===== config.mk =====
export PLATFORM = sky130hd
export DESIGN_NAME = special_q_lattice_reduce
export DESIGN_NICKNAME = d
export VERILOG_FILES = /design/src/sqlr_pkg.sv /design/src/special_q_lattice_reduce.sv
export SDC_FILE = /design/constraint.sdc
export NUM_CORES = 2
export LEC_CHECK = 0
export BUFFER_PORTS_ARGS = -buffer_cell sky130_fd_sc_hd__buf_2
export CAP_MARGIN = 20
export CORE_AREA = 2 2 254 256
export CTS_CLUSTER_SIZE = 40
export DETAILED_ROUTE_END_ITERATION = 12
export DIE_AREA = 0 0 256 258
export HOLD_SLACK_MARGIN = 0.03
export PLACE_DENSITY = 0.87
export SLEW_MARGIN = 20
export SYNTH_ARGS = -nofsm -noshare
export SYNTH_HDL_FRONTEND = slang
export SYNTH_SLANG_ARGS = --single-unit
export TNS_END_PERCENT = 30

===== constraint.sdc =====
create_clock -name clock -period 14.5 [get_ports clock]
set_clock_uncertainty 0.15 [all_clocks]
set_input_delay 2.175 -clock clock [delete_from_list [all_inputs] [get_ports clock]]
set_output_delay 2.175 -clock clock [all_outputs]
set_load 0.01 [all_outputs]

===== src/sqlr_pkg.sv =====
// sqlr_pkg: shared constants and types for the special-q lattice reduction block
// no dependencies; imported by special_q_lattice_reduce
`default_nettype none

package sqlr_pkg;

   localparam int DEFAULT_COORD_WIDTH = 32;

   // field widths on the ports
   localparam int FIELD_BITS       = 32;
   localparam int OUT_BITS         = 33;
   localparam int SIEVE_WIDTH_BITS = 21;
   localparam int REQ_DATA_BITS    = 2 * FIELD_BITS;
   localparam int RSP_DATA_BITS    = ((4 * OUT_BITS + 7) / 8) * 8;

   localparam logic [SIEVE_WIDTH_BITS-1:0] SIEVE_WIDTH_RESET = SIEVE_WIDTH_BITS'(4096);

   // sequencer states
   typedef enum logic [5:0] {
      ST_IDLE  = 6'b000001,
      ST_CHECK = 6'b000010,
      ST_SHIFT = 6'b000100,
      ST_SUB   = 6'b001000,
      ST_APPLY = 6'b010000,
      ST_OUT   = 6'b100000
   } state_type;

   // which reduction the divider is working on
   typedef enum logic [2:0] {
      OP_A   = 3'b001,
      OP_B   = 3'b010,
      OP_FIN = 3'b100
   } op_type;

endpackage

`default_nettype wire


===== src/special_q_lattice_reduce.sv =====
// special_q_lattice_reduce: top level, sequencer plus shared shift-subtract divider
// depends on sqlr_pkg
`default_nettype none

// Reduces the special-q lattice basis (p,0),(r,1) to (a0,a1),(b0,b1) with
// -I < a0 <= 0 <= b0 < I and b0 - a0 >= I, I being the sieve width register
// (zero is taken as one). A request carries modulus p and root r; one response
// comes back per request with ok and the four coordinates. When the divisor of
// the final correction step is zero, ok is low and the unreduced basis
// (p,0),(r,1) is returned. All coordinates leave as 33-bit two's complement.
// One request is worked on at a time; req_tready is high only while the engine
// is idle, and a finished response waits in an output register so the engine
// can take the next request meanwhile. Every Euclid step and the final
// correction go through one shift-subtract divider that also accumulates the
// quotient times a coefficient. A division first lines the divisor up under the
// numerator in ST_SHIFT, then takes the quotient bits msb first in ST_SUB, and
// ST_APPLY stores the new coordinate and coefficient of a Euclid step; ST_CHECK
// picks the next division or the correction step, and ST_OUT loads the response.
// The divider's compare-subtract of NW bits, the larger of COORD_WIDTH+1 and
// SIEVE_WIDTH_BITS+1, sets the clock.
module special_q_lattice_reduce
   import sqlr_pkg::*;
#(
   parameter int COORD_WIDTH = DEFAULT_COORD_WIDTH
) (
   input  wire logic                        clock,
   input  wire logic                        reset,
   // request: modulus [31:0], root [63:32]
   input  wire logic                        req_tvalid,
   output logic                             req_tready,
   input  wire logic [REQ_DATA_BITS-1:0]    req_tdata,
   // response: first_x [32:0], first_y [65:33], second_x [98:66],
   // second_y [131:99], zero fill above
   output logic                             rsp_tvalid,
   input  wire logic                        rsp_tready,
   output logic [RSP_DATA_BITS-1:0]         rsp_tdata,
   // response user: ok [0]
   output logic                             rsp_tuser,
   // sieve width register
   input  wire logic                        csr_wr_en,
   input  wire logic [SIEVE_WIDTH_BITS-1:0] csr_wr_data
);

   // divider magnitude width: coordinate sums and the sieve width must fit
   localparam int NW   = (COORD_WIDTH + 1 > SIEVE_WIDTH_BITS + 1) ?
                         COORD_WIDTH + 1 : SIEVE_WIDTH_BITS + 1;
   // coefficient width: exact in the loop, at least the output width for wrap
   localparam int CFW  = (COORD_WIDTH + 1 > OUT_BITS) ? COORD_WIDTH + 1 : OUT_BITS;
   // width for the final x coordinate arithmetic
   localparam int XW   = (NW + 2 > OUT_BITS) ? NW + 2 : OUT_BITS;
   // width to pick coordinates out of the 32-bit request fields
   localparam int EW   = (COORD_WIDTH > FIELD_BITS) ? COORD_WIDTH : FIELD_BITS;
   localparam int CNTW = $clog2(NW);

   // control registers
   state_type                   state_ff, state_in;
   logic [SIEVE_WIDTH_BITS-1:0] sieve_width_ff, sieve_width_in;
   logic                        rsp_valid_ff, rsp_valid_in;

   // working registers
   op_type                      op_ff, op_in;
   logic [COORD_WIDTH-1:0]      p_ff, p_in, r_ff, r_in;
   logic [COORD_WIDTH-1:0]      am_ff, am_in, bm_ff, bm_in;   // |a0| and b0
   logic [CFW-1:0]              a1_ff, a1_in, b1_ff, b1_in;
   logic [NW-1:0]               num_ff, num_in, dsh_ff, dsh_in;
   logic [CNTW-1:0]             cnt_ff, cnt_in;
   logic [CFW-1:0]              acc_ff, acc_in;
   logic                        fin_a_ff, fin_a_in;           // correction on b, divisor a0
   logic                        kneg_ff, kneg_in;             // sign of final quotient
   logic                        kmin_ff, kmin_in;             // sign of final numerator
   logic                        fail_ff, fail_in;

   // response registers
   logic                        ok_ff, ok_in;
   logic [OUT_BITS-1:0]         fx_ff, fx_in, fy_ff, fy_in, sx_ff, sx_in, sy_ff, sy_in;

   // request fields
   logic [EW-1:0]               mod_ext, root_ext;

   // datapath
   logic [NW-1:0]               hi_w, am_x, bm_x;
   logic                        a_small, b_small, fin_a, fin_zero;
   logic [NW:0]                 k_w;
   logic                        k_neg;
   logic [NW:0]                 k_abs;
   logic [CFW-1:0]              coef;
   logic [NW:0]                 dbl;
   logic                        shift_ok, ge;
   logic [CFW-1:0]              acc_next;
   logic [XW-1:0]               rem_x, rs, hi_xx, am_xx, bm_xx;
   logic [XW-1:0]               fx_w, sx_w;
   logic [CFW-1:0]              fy_w, sy_w;

   assign mod_ext  = EW'(req_tdata[FIELD_BITS-1:0]);
   assign root_ext = EW'(req_tdata[REQ_DATA_BITS-1:FIELD_BITS]);

   // effective sieve width, zero taken as one
   assign hi_w = (sieve_width_ff == '0) ? NW'(1) : NW'(sieve_width_ff);
   assign am_x = NW'(am_ff);
   assign bm_x = NW'(bm_ff);

   // loop exit tests
   assign a_small = am_x < hi_w;
   assign b_small = bm_x < hi_w;

   // final step: K = b0 - I - a0, and which vector gets corrected
   assign k_w      = {1'b0, bm_x} + {1'b0, am_x} - {1'b0, hi_w};
   assign k_neg    = k_w[NW];
   assign k_abs    = k_neg ? (~k_w + (NW+1)'(1)) : k_w;
   assign fin_a    = bm_x > am_x;
   assign fin_zero = fin_a ? (am_ff == '0) : (bm_ff == '0);

   // coefficient multiplied by the quotient
   always_comb begin
      case (op_ff)
         OP_A:    coef = b1_ff;
         OP_B:    coef = a1_ff;
         OP_FIN:  coef = fin_a_ff ? a1_ff : b1_ff;
         default: coef = '0;
      endcase
   end

   // shared shift-subtract unit
   assign dbl      = {dsh_ff, 1'b0};
   assign shift_ok = dbl <= {1'b0, num_ff};
   assign ge       = num_ff >= dsh_ff;
   // quotient bits come msb first, so the product builds up in horner form
   assign acc_next = {acc_ff[CFW-2:0], 1'b0} + (ge ? coef : '0);

   // final result: k*d is K minus the truncated remainder
   assign rem_x = XW'(num_ff);
   assign rs    = kmin_ff ? (XW'(0) - rem_x) : rem_x;
   assign hi_xx = XW'(hi_w);
   assign am_xx = XW'(am_ff);
   assign bm_xx = XW'(bm_ff);

   always_comb begin
      if (fail_ff) begin
         fx_w = XW'(p_ff);
         fy_w = '0;
         sx_w = XW'(r_ff);
         sy_w = CFW'(1);
      end else if (fin_a_ff) begin
         // b -= k*a
         fx_w = XW'(0) - am_xx;
         fy_w = a1_ff;
         sx_w = hi_xx - am_xx + rs;
         sy_w = kneg_ff ? (b1_ff + acc_ff) : (b1_ff - acc_ff);
      end else begin
         // a += k*b
         fx_w = bm_xx - hi_xx - rs;
         fy_w = kneg_ff ? (a1_ff - acc_ff) : (a1_ff + acc_ff);
         sx_w = bm_xx;
         sy_w = b1_ff;
      end
   end

   // sequencer
   always_comb begin
      state_in       = state_ff;
      sieve_width_in = csr_wr_en ? csr_wr_data : sieve_width_ff;
      rsp_valid_in   = rsp_valid_ff && !rsp_tready;
      op_in          = op_ff;
      p_in           = p_ff;
      r_in           = r_ff;
      am_in          = am_ff;
      bm_in          = bm_ff;
      a1_in          = a1_ff;
      b1_in          = b1_ff;
      num_in         = num_ff;
      dsh_in         = dsh_ff;
      cnt_in         = cnt_ff;
      acc_in         = acc_ff;
      fin_a_in       = fin_a_ff;
      kneg_in        = kneg_ff;
      kmin_in        = kmin_ff;
      fail_in        = fail_ff;
      ok_in          = ok_ff;
      fx_in          = fx_ff;
      fy_in          = fy_ff;
      sx_in          = sx_ff;
      sy_in          = sy_ff;

      case (state_ff)
         ST_IDLE: begin
            if (req_tvalid) begin
               p_in     = mod_ext[COORD_WIDTH-1:0];
               r_in     = root_ext[COORD_WIDTH-1:0];
               am_in    = mod_ext[COORD_WIDTH-1:0];
               bm_in    = root_ext[COORD_WIDTH-1:0];
               a1_in    = '0;
               b1_in    = CFW'(1);
               // pretend b was just reduced so the first test is on b0
               op_in    = OP_B;
               fail_in  = 1'b0;
               state_in = ST_CHECK;
            end
         end

         ST_CHECK: begin
            acc_in = '0;
            cnt_in = '0;
            if ((op_ff == OP_B && b_small) || (op_ff == OP_A && a_small)) begin
               // loop done, set up the correction step
               if (fin_zero) begin
                  fail_in  = 1'b1;
                  state_in = ST_OUT;
               end else begin
                  num_in   = k_abs[NW-1:0];
                  dsh_in   = fin_a ? am_x : bm_x;
                  kmin_in  = k_neg;
                  kneg_in  = fin_a ? !k_neg : k_neg;
                  fin_a_in = fin_a;
                  op_in    = OP_FIN;
                  state_in = ST_SHIFT;
               end
            end else if (op_ff == OP_B) begin
               // reduce a0 by b0
               num_in   = am_x;
               dsh_in   = bm_x;
               op_in    = OP_A;
               state_in = ST_SHIFT;
            end else begin
               // reduce b0 by a0
               num_in   = bm_x;
               dsh_in   = am_x;
               op_in    = OP_B;
               state_in = ST_SHIFT;
            end
         end

         ST_SHIFT: begin
            // line the divisor up under the numerator's top bit
            if (shift_ok) begin
               dsh_in = dbl[NW-1:0];
               cnt_in = cnt_ff + CNTW'(1);
            end else begin
               state_in = ST_SUB;
            end
         end

         ST_SUB: begin
            if (ge) begin
               num_in = num_ff - dsh_ff;
            end
            acc_in = acc_next;
            if (cnt_ff == '0) begin
               state_in = ST_APPLY;
            end else begin
               dsh_in = {1'b0, dsh_ff[NW-1:1]};
               cnt_in = cnt_ff - CNTW'(1);
            end
         end

         ST_APPLY: begin
            case (op_ff)
               OP_A: begin
                  am_in    = num_ff[COORD_WIDTH-1:0];
                  a1_in    = a1_ff + acc_ff;
                  state_in = ST_CHECK;
               end
               OP_B: begin
                  bm_in    = num_ff[COORD_WIDTH-1:0];
                  b1_in    = b1_ff + acc_ff;
                  state_in = ST_CHECK;
               end
               default: begin
                  state_in = ST_OUT;
               end
            endcase
         end

         ST_OUT: begin
            // hand over once the output register is free
            if (!rsp_valid_ff || rsp_tready) begin
               ok_in        = !fail_ff;
               fx_in        = fx_w[OUT_BITS-1:0];
               fy_in        = fy_w[OUT_BITS-1:0];
               sx_in        = sx_w[OUT_BITS-1:0];
               sy_in        = sy_w[OUT_BITS-1:0];
               rsp_valid_in = 1'b1;
               state_in     = ST_IDLE;
            end
         end

         default: begin
            state_in = ST_IDLE;
         end
      endcase
   end

   always_ff @(posedge clock) begin
      if (reset) begin
         state_ff       <= ST_IDLE;
         sieve_width_ff <= SIEVE_WIDTH_RESET;
         rsp_valid_ff   <= 1'b0;
      end else begin
         state_ff       <= state_in;
         sieve_width_ff <= sieve_width_in;
         rsp_valid_ff   <= rsp_valid_in;
      end
   end

   always_ff @(posedge clock) begin
      op_ff    <= op_in;
      p_ff     <= p_in;
      r_ff     <= r_in;
      am_ff    <= am_in;
      bm_ff    <= bm_in;
      a1_ff    <= a1_in;
      b1_ff    <= b1_in;
      num_ff   <= num_in;
      dsh_ff   <= dsh_in;
      cnt_ff   <= cnt_in;
      acc_ff   <= acc_in;
      fin_a_ff <= fin_a_in;
      kneg_ff  <= kneg_in;
      kmin_ff  <= kmin_in;
      fail_ff  <= fail_in;
      ok_ff    <= ok_in;
      fx_ff    <= fx_in;
      fy_ff    <= fy_in;
      sx_ff    <= sx_in;
      sy_ff    <= sy_in;
   end

   assign req_tready = (state_ff == ST_IDLE);
   assign rsp_tvalid = rsp_valid_ff;
   assign rsp_tuser  = ok_ff;
   assign rsp_tdata  = RSP_DATA_BITS'({sy_ff, sx_ff, fy_ff, fx_ff});

`ifndef ASSERT_OFF
   // the divider never runs with a zero divisor
   assert property (@(posedge clock) disable iff (reset)
      (state_ff == ST_SUB) |-> (dsh_ff != '0))
      else $error("divider running with zero divisor");

   // the remainder left by a division is below its divisor
   assert property (@(posedge clock) disable iff (reset)
      (state_ff == ST_APPLY) |-> (num_ff < dsh_ff))
      else $error("remainder not below divisor");

   // a response only appears out of the output-load state
   assert property (@(posedge clock) disable iff (reset)
      $rose(rsp_valid_ff) |-> $past(state_ff == ST_OUT))
      else $error("response raised outside output load");
`endif

endmodule

`default_nettype wire

* After elaboration in Yosys (flattened, before gate mapping)
Index checks and enable logic that the tools add are counted.
** Operators by class
- Add/subtract/negate cells :: 17
- Multipliers :: 0
- Divide/modulo/power cells :: 0
- Magnitude comparators :: 5
- Eq/ne operators :: 21
- Shift operators :: 0
- Muxes and demuxes :: 63
- Bitwise logic cells :: 3
- Reduce and logical (&&, ||, !) cells :: 30
** Operator list (number)
- 2-to-1 mux 33 bit :: 20
- 2-to-1 mux 32 bit :: 10
- case mux 33 bit (2 select lines) :: 4
- case mux 33 bit (3 select lines) :: 2
- adder 33 bit :: 4
- subtractor 33 bit :: 4
- case mux 32 bit (2 select lines) :: 2
- zero test 32 bit :: 2
- < comparator 32 x 21 -> 1 bit :: 2
- 2-to-1 mux 6 bit :: 9
- case mux 6 bit (6 select lines) :: 1
- <= comparator 34 x 33 -> 1 bit :: 1
- subtractor 33 x 21 -> 34 bit :: 1
- adder 32 x 32 -> 33 bit :: 1
- adder 33 x 1 -> 33 bit, second input constant :: 1
- greater-or-equal comparator 33 bit :: 1
- NOT 33 bit :: 1
- subtractor 1 x 32 -> 33 bit, first input constant :: 1
- subtractor 1 x 33 -> 33 bit, first input constant :: 1
- subtractor 21 x 32 -> 33 bit :: 1
- subtractor 32 x 21 -> 33 bit :: 1
- greater-than comparator 32 bit :: 1
- != test 2 bit, second input constant :: 11
- zero test 21 bit :: 1
- 30 further kinds :: 56
** Storage, ports and cells
- Register bits :: 467
- Bits in latches :: 0
- Bits in writable memories :: 0
- Bits in read-only memories :: 0
- Bits of input ports :: 90
- Output and inout bits :: 139
- Word-level logic and storage cells :: 164
- Memories :: 0

* Logic depth before layout (Yosys ltp)
- Depth in word-level cells :: 9
- Depth in mapped cells :: 28
- Depth with buffers taken out :: 26

* Worst setup path before layout
Ideal clock, no wire load.
- Kind :: input -> register
- Start :: input rsp_tready
- End :: register fx_ff[0] (enable)
- Setup time :: 0.642 ns
- Arrival time :: 8.168 ns
- Data required time :: 13.708 ns
- Setup slack :: 5.540 ns
- Cell stages on the path :: 2
- Buffers on the path :: 0
- Cell sequence :: nand2b_1 nor2b_1
** Between the ends
- Word-level cells in the longest chain between the ends :: 2
** Ends and longest elaborated chain
- from (decl) :: line special_q_lattice_reduce.sv:35 : input wire logic rsp_tready,
- logical OR 1 bit :: line special_q_lattice_reduce.sv:275 : if (!rsp_valid_ff || rsp_tready) begin
- AND reduction 2 bit (no source line)
- to (signal assigned) :: line special_q_lattice_reduce.sv:321 : fx_ff <= fx_in;
- to (decl) :: line special_q_lattice_reduce.sv:75 : logic [OUT_BITS-1:0] fx_ff, fx_in, fy_ff, fy_in, sx_ff, sx_in, sy_ff, sy_in;
Every way passes these cells.
A chain may end at the register's enable or synchronous reset.

* Worst setup path after layout
- Start :: register dsh_ff[1]
- End :: register acc_ff[31] (data pin)
** Between the ends
- Word-level cells in the longest chain between the ends :: 4
** Ends and longest elaborated chain
- from (decl) :: line special_q_lattice_reduce.sv:65 : logic [NW-1:0] num_ff, num_in, dsh_ff, dsh_in;
- from (signal assigned) :: line special_q_lattice_reduce.sv:313 : dsh_ff <= dsh_in;
- greater-or-equal comparator 33 bit :: line special_q_lattice_reduce.sv:126 : assign ge = num_ff >= dsh_ff;
- 2-to-1 mux 33 bit :: line special_q_lattice_reduce.sv:128 : assign acc_next = {acc_ff[CFW-2:0], 1'b0} + (ge ? coef : '0);
- adder 33 bit :: line special_q_lattice_reduce.sv:128
- case mux 33 bit (2 select lines) :: line special_q_lattice_reduce.sv:184 : case (state_ff)
- to (signal assigned) :: line special_q_lattice_reduce.sv:315 : acc_ff <= acc_in;
- to (decl) :: line special_q_lattice_reduce.sv:67 : logic [CFW-1:0] acc_ff, acc_in;
Every way passes these cells.

==> flow_metrics.tcl <==
set metrics [dict create \
    final_cell_count_no_fill 5936 \
    p_comb_share_pct 45.3 \
    yosys.area_share.simple_pct 16.0 \
    relSlewSlack_pct 19.1 \
    intPower_uw 3470 \
    die_area_um2 66000 \
    leakagePower_uw 0.0199 \
    pin_count 229 \
    ctsHoldBuffers 0 \
    worstMarginPinSlew_ps 1210 \
    layout.nets 5653 \
    grt_pass1_vias 37300 \
    synth-xor-area-share_pct 6.50 \
    dp.cells 5841 \
    synth_seq_cells 467 \
    syn_to_final_growth_pct 8.04 \
    critical_path.top_delay_family "compound AO/OA/AOI/OAI gates" \
    path_buf_inv 2 \
    synthTopCellsByArea "edfxtp_1 31%, ha_1 13%, xnor2_1 5.1%, a21oi_1 4.3%, nand2_1 4.0%" \
    cts_setup_buffers 0 \
    clockBufferDepth 3 \
    port_buffers 224 \
    setup_slack_ps 7190 \
    cts_sinks 467 \
    yosysSeqAreaShare_pct 31.8 \
    synth_mux_area_share_pct 2.14 \
    ant_nets 0 \
    power.density_nw_per_um2 126 \
    routed_wl_um 141000 \
    dp_hpwl_um 106000 \
    synthArstFlopShare_pct 0 \
    dr_total_vias 39700 \
    drv_slew 0 \
    ys_warn_count 0 \
    start_util_pct 67.9 \
    power_uw 5860 \
    gp_congestion 1.06 \
    synth_top_cell_by_area "edfxtp_1" \
    hold_violations 0 \
    synth_compound_area_share_pct 21.2 \
    post_cts_resized 0 \
    peakVddDrop_v 0.0000923 \
    drive_gt1_share_pct 9.27 \
    fp.coreArea_um2 63600 \
    p_clk_share_pct 24.2 \
    grt_first_pass_wirelength_um 214000 \
    worstPathMaxFanout 32 \
    cts_made_buffers 50 \
    rsz0062_at_grt "false" \
    cts-root-buf "clkbuf_16" \
    slowest_delay_ps 600 \
    cp_common_cell "o21ai_0" \
    h-tree-depth 2 \
    crit_path_end_kind "flop" \
    cpMaxStageDelayCell "a31oi_1" \
    pwr-share-seq_pct 30.5 \
    switching_share_pct 40.8 \
    power.switching_uw 2390 \
    grt_max_degree 131 \
    synth_top_family_by_area "compound AO/OA/AOI/OAI gates" \
    synth-edff-count 439 \
    timing.final.crit_share_pct 50.4 \
    drtIter0Drc 5516 \
    viasPerCell 6.68 \
    fmax_mhz 137 \
    dpl_worst_slack_ps 7560 \
    synth_top_area_share_pct 30.5 \
    maxCapViolCount 0 \
    antenna_found_initial 2 \
    synthAdderAreaFrac_pct 16.4 \
    synth_flop_cell "edfxtp_1" \
    drcViolationCount 0 \
    finalSetupViolCount 0 \
    die_h_um 258 \
    crit_type "flop to flop" \
    critPathArrivalTime_ps 7520 \
    critPathRequiredTime_ps 14710 \
    startpoint_type "flop" \
    fin_setup_tns_ps 0 \
    cts_tree "done" \
    clkTransAtPathRegs_ps 60 \
    syn_area_um2 43200 \
    netlist_instances 4951 \
    layout_min_cycle_time_ps 7310 \
    track_usage_pct 41.5 \
    overflow 0 \
    synth.most_common_cell "nand2_1" \
    hp-class "flop to flop" \
    yosysUniqueCellTypes 99 \
    die_w_um 256 \
    worstSkewPairLatency_ps 650 \
    wire_per_inst_um 23.7 \
    synth_commonest_cells "461 x nand2_1, 459 x nor2_1, 455 x ha_1" \
    drt_first_pass_iters 8 \
    syn_area_per_cell_um2 8.73 \
    status "finished, final reports clean" \
    core.rowCount 93 \
]
[per-layer routing]
layer / vias to the layer above / part of all wire, % / GRT usage, %
met5: - / 0.019 / 0
met2: 2722 / 44 / 64.9
met1: 18500 / 38 / 54.7
li1: 18000 / - / -
met4: 4 / 5.7 / 19.4
met3: 476 / 13 / 9.80
[worst register-to-register path: cells and delay by family, from the launching register on]
kind | cells | cell delay [ps]
buffers and inverters | 2 | 350
AND/OR/NAND/NOR | 6 | 1110
adder cells (fa/ha/maj) | 2 | 780
flip-flops | 1 | 470
XOR/XNOR | 1 | 150
AO/OA/AOI/OAI | 14 | 4010
[path summary, 6_finish.rpt]
| check | startpoint | end | slack, ps | cells after the start |
|---|---|---|---|---|
| hold / removal | p_ff[23] | fx_ff[23] | 370 | 1 |
| setup / recovery | dsh_ff[1] | acc_ff[31] | 7190 | 25 |
| setup reg to reg | dsh_ff[1] | acc_ff[31] | 7190 | 25 |
| hold reg to reg | p_ff[23] | fx_ff[23] | 370 | 1 |
[registers in the layout (all words and copies together), names as in the netlist, 3 cells and up]
name / cells
state_ff: 6
num_ff: 33
bm_ff: 32
sy_ff: 33
sieve_width_ff: 21
a1_ff: 33
op_ff: 3
fy_ff: 33
acc_ff: 33
p_ff: 32
sx_ff: 33
cnt_ff: 6
r_ff: 32
dsh_ff: 33
fx_ff: 33
am_ff: 32
b1_ff: 33
[cell type report]
| class | count | area [um^2] |
|---|---|---|
| flip-flops and latches | 467 | 13700 |
| clock buffers | 58 | 1330 |
| inverters | 441 | 1660 |
| multi-input cells | 3809 | 27000 |
| diodes | 1 | 2.50 |
| clock inverters | 36 | 425 |
| well taps | 855 | 1070 |
| repair buffers | 269 | 1480 |
| fillers | 4750 | 17000 |
[metrics by stage]
stage | utilization (%) | instance area [um^2] | hold slack, ps
floorplan | - | 43200 | 328
global placement | 70.6 | 44900 | 352
finish | 73.3 | 46700 | 371
CTS | 73.3 | 46700 | 371
detailed placement | 70.6 | 44900 | 356
global route | 73.3 | 46700 | 399
[placed cells by master (no fill, tap or decap), drive strengths merged, types with 15 or more instances in the layout]
| cell type | instances |
|---|---|
| nand2 | 461 |
| nor2 | 459 |
| ha | 455 |
| inv | 446 |
| edfxtp | 439 |
| a21oi | 370 |
| o21ai | 279 |
| buf | 269 |
| xnor2 | 250 |
| a21o | 133 |
| nand3 | 108 |
| nor3 | 90 |
| a211oi | 80 |
| fa | 70 |
| xor2 | 70 |
| a22oi | 67 |
| nor2b | 62 |
| clkbuf | 58 |
| nand2b | 57 |
| o211ai | 57 |
| mux2i | 54 |
| o21a | 49 |
| o21bai | 44 |
| nor4 | 41 |
| o311ai | 41 |
| a31oi | 39 |
| nand4 | 39 |
| mux2 | 34 |
| or2 | 32 |
| o31ai | 31 |
| dfxtp | 28 |
| or3 | 27 |
| and3 | 23 |
| and2 | 22 |
| a211o | 20 |
| nand3b | 16 |
| clkinv | 16 |
| or4 | 15 |
[cell families after synthesis]
kind of cell             count (synthesis)
flip-flops                             467
AND/OR/NAND/NOR                       1487
AO/OA/AOI/OAI                         1385
adder cells (fa/ha/maj)                525
buffers and inverters                  678
XOR/XNOR                               320
multiplexers                            88
other                                    1
[power by group through the flow]
stage                     Combinational (uW)  Clock (uW)  Sequential, uW
final                                   2660        1420            1790
after global placement                  2500           0            1800
after global routing                    2890        1460            1800
after detailed placement                2550           0            1810
after CTS                               2580        1410            1780
after floorplan                         1950           0            1760
No activity file was read; power rests on OpenSTA's default activity.
